--- src/hw/rtl/ffha_pkg.sv ---
package ffha_pkg;

  localparam int unsigned OFS_W   = 23;
  localparam int unsigned SIZE_W  = 24;
  localparam int unsigned IDX_W   = 6;
  localparam int unsigned CNT_W   = 7;
  localparam int unsigned ST_W    = 3;

  localparam logic [SIZE_W-1:0] ARENA_BYTES  = 24'd8388608;
  localparam logic [SIZE_W-1:0] ALIGN_BYTES  = 24'd8;
  localparam logic [SIZE_W-1:0] HEADER_BYTES = 24'd24;
  localparam logic [CNT_W-1:0]  MAX_BLOCKS   = 7'd64;

  localparam logic [OFS_W-1:0] INIT_SIZE = OFS_W'(ARENA_BYTES - HEADER_BYTES);

  localparam logic [ST_W-1:0] STAT_OK     = 3'd0;
  localparam logic [ST_W-1:0] STAT_OOM    = 3'd1;
  localparam logic [ST_W-1:0] STAT_ZERO   = 3'd2;
  localparam logic [ST_W-1:0] STAT_BADOFS = 3'd3;
  localparam logic [ST_W-1:0] STAT_DOUBLE = 3'd4;

  localparam logic OP_ALLOC = 1'b0;
  localparam logic OP_FREE  = 1'b1;

  typedef struct packed {
    logic [OFS_W-1:0] start;
    logic [OFS_W-1:0] size;
    logic             used;
  } entry_t;

  typedef struct packed {
    logic             we;
    logic [IDX_W-1:0] waddr;
    entry_t           wdata;
    logic [IDX_W-1:0] raddr;
  } tbl_req_t;

  typedef enum logic [3:0] {
    S_IDLE, S_SCAN_RD, S_SCAN_CHK, S_SH_RD, S_SH_WR, S_WR_NEW, S_WR_CUR,
    S_NXT_RD, S_NXT_CHK, S_RM_RD, S_RM_WR, S_PRV_RD, S_PRV_CHK, S_DONE
  } state_e;

endpackage

--- src/hw/rtl/first_fit_heap_allocator.sv ---
// channel   dir  tdata fields (lsb first)                   tuser
// s_axis    in   request_size[23:0], release_offset[46:24]  opcode
// m_axis    out  payload_offset[22:0], status[25:23]        -
//
// a request reads table entries one at a time through the single table read
// port while scanning, reads and rewrites each entry moved on a split or a merge,
// and adds setup and write back steps
// async active-low reset restores one free block spanning the arena
// input is taken only when idle; a waiting result does not block the next request
module first_fit_heap_allocator
  import ffha_pkg::*;
(
  input  logic        clk_i,
  input  logic        rst_ni,
  input  logic        s_axis_tvalid,
  output logic        s_axis_tready,
  input  logic [47:0] s_axis_tdata,   // request_size, release_offset
  input  logic        s_axis_tuser,   // opcode
  output logic        m_axis_tvalid,
  input  logic        m_axis_tready,
  output logic [31:0] m_axis_tdata    // payload_offset, status
);

  state_e state_q, state_d;
  tbl_req_t tbl_req;
  entry_t rd;

  logic             op_q, op_d;
  logic [SIZE_W-1:0] asize_q, asize_d;
  logic [OFS_W-1:0] offset_q, offset_d;
  logic [CNT_W-1:0] idx_q, idx_d, k_q, k_d, cnt_q, cnt_d;
  entry_t           cur_q, cur_d;
  logic             rm_prv_q, rm_prv_d;
  logic [OFS_W-1:0] res_ofs_q, res_ofs_d;
  logic [ST_W-1:0]  res_st_q, res_st_d;
  logic             out_valid_q;
  logic [OFS_W-1:0] out_ofs_q;
  logic [ST_W-1:0]  out_st_q;

  logic [SIZE_W-1:0] in_size;
  logic [OFS_W-1:0]  in_ofs;
  logic              in_bad;
  logic [SIZE_W:0]   rd_size_x;
  logic              hit, split_ok, out_free;

  ffha_table u_table (
    .clk_i     (clk_i),
    .rst_ni    (rst_ni),
    .req_i     (tbl_req),
    .rd_data_o (rd)
  );

  assign in_size  = s_axis_tdata[23:0];
  assign in_ofs   = s_axis_tdata[46:24];
  assign in_bad   = (s_axis_tuser == OP_ALLOC) && (in_size == '0 || in_size > ARENA_BYTES);
  assign rd_size_x = {2'b00, rd.size};
  assign hit = (op_q == OP_ALLOC)
             ? (!rd.used && rd_size_x[SIZE_W-1:0] >= asize_q)
             : (({1'b0, rd.start} + HEADER_BYTES) == {1'b0, offset_q});
  assign split_ok = (rd_size_x >= ({1'b0, asize_q} + {1'b0, HEADER_BYTES + ALIGN_BYTES}))
                  && (cnt_q < MAX_BLOCKS);
  assign out_free = !out_valid_q || m_axis_tready;

  assign s_axis_tready = (state_q == S_IDLE);
  assign m_axis_tvalid = out_valid_q;
  assign m_axis_tdata  = {6'b0, out_st_q, out_ofs_q};

  always_comb begin
    state_d = state_q;
    unique case (state_q)
      S_IDLE:     if (s_axis_tvalid) state_d = in_bad ? S_DONE : S_SCAN_RD;
      S_SCAN_RD:  state_d = (idx_q == cnt_q) ? S_DONE : S_SCAN_CHK;
      S_SCAN_CHK: begin
        if (!hit) state_d = S_SCAN_RD;
        else if (op_q == OP_ALLOC) state_d = split_ok ? S_SH_RD : S_WR_CUR;
        else state_d = rd.used ? S_NXT_RD : S_DONE;
      end
      S_SH_RD:    state_d = (k_q == idx_q + 7'd1) ? S_WR_NEW : S_SH_WR;
      S_SH_WR:    state_d = S_SH_RD;
      S_WR_NEW:   state_d = S_WR_CUR;
      S_WR_CUR:   state_d = S_DONE;
      S_NXT_RD:   state_d = (idx_q + 7'd1 < cnt_q) ? S_NXT_CHK : S_PRV_RD;
      S_NXT_CHK:  state_d = rd.used ? S_PRV_RD : S_RM_RD;
      S_RM_RD: begin
        if (k_q + 7'd1 == cnt_q) state_d = rm_prv_q ? S_PRV_RD : S_DONE;
        else state_d = S_RM_WR;
      end
      S_RM_WR:    state_d = S_RM_RD;
      S_PRV_RD:   state_d = (idx_q != '0) ? S_PRV_CHK : S_WR_CUR;
      S_PRV_CHK:  state_d = rd.used ? S_WR_CUR : S_RM_RD;
      S_DONE:     if (out_free) state_d = S_IDLE;
      default:    state_d = S_IDLE;
    endcase
  end

  always_comb begin
    op_d      = op_q;
    asize_d   = asize_q;
    offset_d  = offset_q;
    idx_d     = idx_q;
    k_d       = k_q;
    cnt_d     = cnt_q;
    cur_d     = cur_q;
    rm_prv_d  = rm_prv_q;
    res_ofs_d = res_ofs_q;
    res_st_d  = res_st_q;
    tbl_req   = '0;
    unique case (state_q)
      S_IDLE: begin
        if (s_axis_tvalid) begin
          op_d      = s_axis_tuser;
          asize_d   = (in_size + (ALIGN_BYTES - 24'd1)) & ~(ALIGN_BYTES - 24'd1);
          offset_d  = in_ofs;
          idx_d     = '0;
          res_ofs_d = '0;
          res_st_d  = (in_size == '0) ? STAT_ZERO : STAT_OOM;
        end
      end
      S_SCAN_RD: begin
        tbl_req.raddr = idx_q[IDX_W-1:0];
        res_st_d = (op_q == OP_ALLOC) ? STAT_OOM : STAT_BADOFS;
      end
      S_SCAN_CHK: begin
        if (!hit) begin
          idx_d = idx_q + 7'd1;
        end else if (op_q == OP_ALLOC) begin
          res_st_d  = STAT_OK;
          res_ofs_d = rd.start + OFS_W'(HEADER_BYTES);
          k_d       = cnt_q;
          cur_d     = rd;
          if (!split_ok) cur_d.used = 1'b1;
        end else begin
          res_st_d = rd.used ? STAT_OK : STAT_DOUBLE;
          cur_d    = rd;
          cur_d.used = 1'b0;
        end
      end
      S_SH_RD: tbl_req.raddr = IDX_W'(k_q - 7'd1);
      S_SH_WR: begin
        tbl_req.we    = 1'b1;
        tbl_req.waddr = k_q[IDX_W-1:0];
        tbl_req.wdata = rd;
        k_d = k_q - 7'd1;
      end
      S_WR_NEW: begin
        tbl_req.we          = 1'b1;
        tbl_req.waddr       = IDX_W'(idx_q + 7'd1);
        tbl_req.wdata.start = cur_q.start + OFS_W'(HEADER_BYTES) + OFS_W'(asize_q);
        tbl_req.wdata.size  = cur_q.size - OFS_W'(asize_q) - OFS_W'(HEADER_BYTES);
        tbl_req.wdata.used  = 1'b0;
        cnt_d      = cnt_q + 7'd1;
        cur_d.size = OFS_W'(asize_q);
        cur_d.used = 1'b1;
      end
      S_WR_CUR: begin
        tbl_req.we    = 1'b1;
        tbl_req.waddr = idx_q[IDX_W-1:0];
        tbl_req.wdata = cur_q;
      end
      S_NXT_RD: tbl_req.raddr = IDX_W'(idx_q + 7'd1);
      S_NXT_CHK: begin
        if (!rd.used) begin
          cur_d.size = cur_q.size + OFS_W'(HEADER_BYTES) + rd.size;
          k_d        = idx_q + 7'd1;
          rm_prv_d   = 1'b1;
        end
      end
      S_RM_RD: begin
        tbl_req.raddr = IDX_W'(k_q + 7'd1);
        if (k_q + 7'd1 == cnt_q) cnt_d = cnt_q - 7'd1;
      end
      S_RM_WR: begin
        tbl_req.we    = 1'b1;
        tbl_req.waddr = k_q[IDX_W-1:0];
        tbl_req.wdata = rd;
        k_d = k_q + 7'd1;
      end
      S_PRV_RD: tbl_req.raddr = IDX_W'(idx_q - 7'd1);
      S_PRV_CHK: begin
        if (!rd.used) begin
          // predecessor absorbs this block, then this entry is removed
          tbl_req.we         = 1'b1;
          tbl_req.waddr      = IDX_W'(idx_q - 7'd1);
          tbl_req.wdata      = rd;
          tbl_req.wdata.size = rd.size + OFS_W'(HEADER_BYTES) + cur_q.size;
          k_d      = idx_q;
          rm_prv_d = 1'b0;
        end
      end
      S_DONE: rm_prv_d = 1'b0;
      default: ;
    endcase
  end

  always_ff @(posedge clk_i or negedge rst_ni) begin
    if (!rst_ni) begin
      state_q     <= S_IDLE;
      cnt_q       <= 7'd1;
      rm_prv_q    <= 1'b0;
      out_valid_q <= 1'b0;
    end else begin
      state_q  <= state_d;
      cnt_q    <= cnt_d;
      rm_prv_q <= rm_prv_d;
      if (state_q == S_DONE && out_free) out_valid_q <= 1'b1;
      else if (m_axis_tready) out_valid_q <= 1'b0;
    end
  end

  always_ff @(posedge clk_i) begin
    op_q      <= op_d;
    asize_q   <= asize_d;
    offset_q  <= offset_d;
    idx_q     <= idx_d;
    k_q       <= k_d;
    cur_q     <= cur_d;
    res_ofs_q <= res_ofs_d;
    res_st_q  <= res_st_d;
    if (state_q == S_DONE && out_free) begin
      out_ofs_q <= (res_st_q == STAT_OK) ? res_ofs_q : '0;
      out_st_q  <= res_st_q;
    end
  end

endmodule

--- src/hw/rtl/ffha_table.sv ---
module ffha_table
  import ffha_pkg::*;
(
  input  logic     clk_i,
  input  logic     rst_ni,
  input  tbl_req_t req_i,
  output entry_t   rd_data_o
);

  entry_t mem [2**IDX_W];
  entry_t rd_q;
  logic   e0_written_q;

  always_ff @(posedge clk_i) begin
    if (req_i.we) begin
      mem[req_i.waddr] <= req_i.wdata;
    end
    rd_q <= mem[req_i.raddr];
  end

  // entry 0 holds the whole-arena block until first written
  logic e0_rd_q;
  always_ff @(posedge clk_i or negedge rst_ni) begin
    if (!rst_ni) begin
      e0_written_q <= 1'b0;
      e0_rd_q      <= 1'b0;
    end else begin
      e0_rd_q <= (req_i.raddr == '0) && !e0_written_q;
      if (req_i.we && req_i.waddr == '0) begin
        e0_written_q <= 1'b1;
      end
    end
  end

  always_comb begin
    if (e0_rd_q) begin
      rd_data_o = '{start: '0, size: INIT_SIZE, used: 1'b0};
    end else begin
      rd_data_o = rd_q;
    end
  end

endmodule

--- config.mk ---
export PLATFORM = sky130hd
export DESIGN_NAME = first_fit_heap_allocator
export DESIGN_NICKNAME = d
export VERILOG_FILES = /design/src/hw/rtl/ffha_pkg.sv /design/src/hw/rtl/first_fit_heap_allocator.sv /design/src/hw/rtl/ffha_table.sv
export SDC_FILE = /design/constraint.sdc
export NUM_CORES = 2
export LEC_CHECK = 0
export ABC_AREA = 1
export BUFFER_PORTS_ARGS = -buffer_cell sky130_fd_sc_hd__buf_2
export CAP_MARGIN = 30
export CELL_PAD_IN_SITES_DETAIL_PLACEMENT = 0
export CELL_PAD_IN_SITES_GLOBAL_PLACEMENT = 1
export CORE_MARGIN = 1.5
export CORE_UTILIZATION = 40
export DETAILED_ROUTE_END_ITERATION = 8
export PLACE_DENSITY = 0.63
export SETUP_SLACK_MARGIN = 0.3
export SYNTH_ARGS = -nofsm -noshare
export SYNTH_HDL_FRONTEND = slang
export SYNTH_SLANG_ARGS = --single-unit
--- constraint.sdc ---
create_clock -name clk_i -period 5.7 [get_ports clk_i]
set_input_delay 0.57 -clock clk_i [delete_from_list [all_inputs] [get_ports clk_i]]
set_output_delay 0.57 -clock clk_i [all_outputs]
set_load 0.01 [all_outputs]
==> metrics.cfg <==
[power_and_ir_drop]
power.density_mw_per_mm2=643
finalPower_mw=101
leakage_nw=54.4
peakVddDrop_mv=0.676

[floorplan]
die-area_mm2=0.348
core_mm2=0.343
die_w_um=590
floorplan.initialDensity_pct=40.2
row_count=215
die_y_um=590
ioPinCount=87

[sta]
hold_violations=0
fin_setup_tns_ns=0
rsz0062_at_grt=false
fmax_mhz=212
setup_viol=0
period_share_pct=82.9
fin_worst_skew_ns=0.0595
tightest_slew_ns=1.04
slew_violations=0
slew-limit-headroom_pct=30.7
finalCriticalPeriod_ns=4.73

[cts]
cts_hold_buf=36
cts_resized=0
cts_sinks=3228
cts_buffers=349
path_clk_slew_ns=0.06
cts_tree=yes
post-cts-setup-buffer-count=0
htree_levels=5
ctsRootBufferMaster=clkbuf_16
clk_path_buf_depth=4
clk_latency_ns=0.94

[critical_path]
crit_path_end_kind=register
critPathKind=reg -> reg
reg2reg_slack_ns=0.97
r2r-end=u_table.mem[63][4]
cp_data_arrival_time_ns=5.28
cp-start-kind=register
crit_required_ns=6.25
critPathMaxFanout=26
rr_startpoint=state_q[0]
rr_worst_depth=16

[finish]
layout.nets=11400
fin_cells=16000
final_core_util_pct=45.8
area_delta_synth_final_pct=14.1
fillers=30600
drive_above_1_share_pct=16.2
design_area_mm2=0.157

[synthesis]
yosysUniqueCellTypes=64
yosysTopAreaCell=edfxtp_1
synth_ff_type=edfxtp_1
synthTopCellsByArea=edfxtp_1 (69%), nand2_1 (3.7%), o211ai_1 (3.7%)
synth_top_area_share_pct=69.0
async_flop_share_pct=0.465
ys.warnings.count=0
avgSynthCellArea_um2=12.5
synthCells=11000
synth-edff-count=3166
ys_seq_area_share_pct=69.9
synth-seq-cells=3228
syn-cell-area_mm2=0.138

[placed_design]
place_area_mm2=0.146
gp_congestion=0.852
dp_cells=15300
port-buffer-count=79
dp_hpwl_um=247000

[worst_hold_path]
hp-class=in -> reg
hold_path.startpoint=s_axis_tdata[19]
holdPathStages=3
hold_path_end=asize_q[19]

[global_routing]
grtUsageMet3_pct=3.17
grt_pass1_vias=86300
grtUsageMet2_pct=38.6
grt-busiest-layer=met2
use_met1_pct=34.9
gr-total-overflow=0
antenna_found_initial=24
grt_pass1_wl_um=615000
grt_max_degree=129
grtUsageTotal_pct=24.0

[job]
cap_violations=0

[route]
drt_iter0_drc=8649
vias=90000
drt-pass1-iter-count=6
remaining_drc_errors=0
routed_via_density=5.63
antenna_left=0
finalWirelength_um=427000
routedWlPerCell_um=26.7

[outcome]
status=finished, final reports clean

Yosys cell counts (all sizes together) (33+ instances only):
cell type and n:
nand4 62, inv 446, ha 176, xor2 79, clkbuf 291, a21oi 164
a22oi 33, o21a 50, nor3 37, o211ai 679, nor2 578, o21ai 1222
or2 838, o22ai 146, edfxtp 3166, o21bai 154, buf 390, dfxtp 47
nand3 900, nand2 1377
power breakdown:
part	switching (mW)	internal [mW]	leakage [nW]
clock network	9.39	13.0	5.45
logic	33.7	13.0	19.0
registers	0.861	31.0	29.9
total	44.0	57.0	54.4
cell type report:
cell class                 instances  area (um^2)  share of cell area, %
sequential                      3228        96400                   61.3
multi-input combinational       6631        37400                   23.8
clock buffer                     440         9330                   5.94
tap                             4557         5700                   3.63
timing repair buffer             476         4810                   3.06
clock inverter                   188         1820                   1.16
inverter                         451         1710                   1.09
antenna                           10         25.0                 0.0159
layout by cell type, fill, tap and decap left out, drive strengths merged, types with 5 or more instances in the layout:
cell	instances
nand4	62
nor2	578
a221oi	7
or2	838
o21bai	154
o2bb2ai	6
dfxtp	47
nand3b	8
buf	440
nand2	1377
ha	176
o21a	50
o22ai	146
a21o	5
a21oi	164
conb	6
nor3	37
xor2	79
dlygate4sd3	36
o211ai	679
xnor2	17
clkinvlp	12
o2111ai	9
o221ai	17
nand3	900
clkbuf	440
a22oi	33
clkinv	139
nor4	22
o21ai	1222
edfxtp	3166
dfrtp	14
bufinv	31
diode	10
inv	457
a31oi	10
kinds of logic (layout without fill, tap and decap cells):
kind of cell | after synthesis | after routing | synth area share, %
AO/OA/AOI/OAI | 2514 | 2514 | 11.1
buffers and inverters | 1132 | 1555 | 3.61
adder cells (fa/ha/maj) | 179 | 179 | 1.64
AND/OR/NAND/NOR | 3832 | 3832 | 13.1
XOR/XNOR | 97 | 97 | 0.627
flip-flops | 3228 | 3228 | 69.9
multiplexers | 3 | 3 | 0.0218
other | 1 | 16 | 0.00272
layer usage:
layer	share of wire [%]	up-vias
li1	-	40700
met5	0.0063	-
met1	45	45800
met2	46	2952
met4	2.0	4
met3	6.5	497
critical path, stage by stage (launching register included):
cell      delay [ns]
dfrtp_1         0.45
nor2_1          0.18
inv_1           0.11
nor2_1          0.22
clkinv_1        0.32
nor2_2          0.18
buf_4           0.37
nand2_1         0.09
o21ai_0         0.08
nor3_1          0.07
buf_4           0.18
inv_1           0.08
nand2_1         0.05
inv_1           0.07
nand2_1         0.33
nor2_4          0.91
buf_4           0.57
registers in the layout (all words and copies together), names as in the netlist, 3 cells and up:
name / cells
u_table.rd_q: 47
offset_q: 23
cur_q: 47
out_ofs_q: 23
idx_q: 7
k_q: 7
out_st_q: 3
cnt_q: 7
res_st_q: 3
res_ofs_q: 23
u_table.mem: 3008
asize_q: 21
state_q: 4
metrics by stage:
stage,setup slack (ns),hold WS [ns]
finish,0.973,0.0896
global route,0.724,0.0898
CTS,0.994,0.0180
detailed placement,1.04,0.442
global placement,0.809,0.437
floorplan,0.367,0.274
worst max path at each step:
stage          startpoint                   to  depth (start not counted)
2_1_floorplan  asize_q[4]   u_table.mem[0][42]                         12
3_3_place_gp   state_q[0]  u_table.mem[58][22]                         13
3_5_place_dp   state_q[2]   u_table.mem[63][4]                         15
4_1_cts        state_q[2]  u_table.mem[63][22]                         15
5_1_grt        state_q[0]   u_table.mem[63][4]                         16
6_report       state_q[0]   u_table.mem[63][4]                         16
No activity file was read; power rests on OpenSTA's default activity.
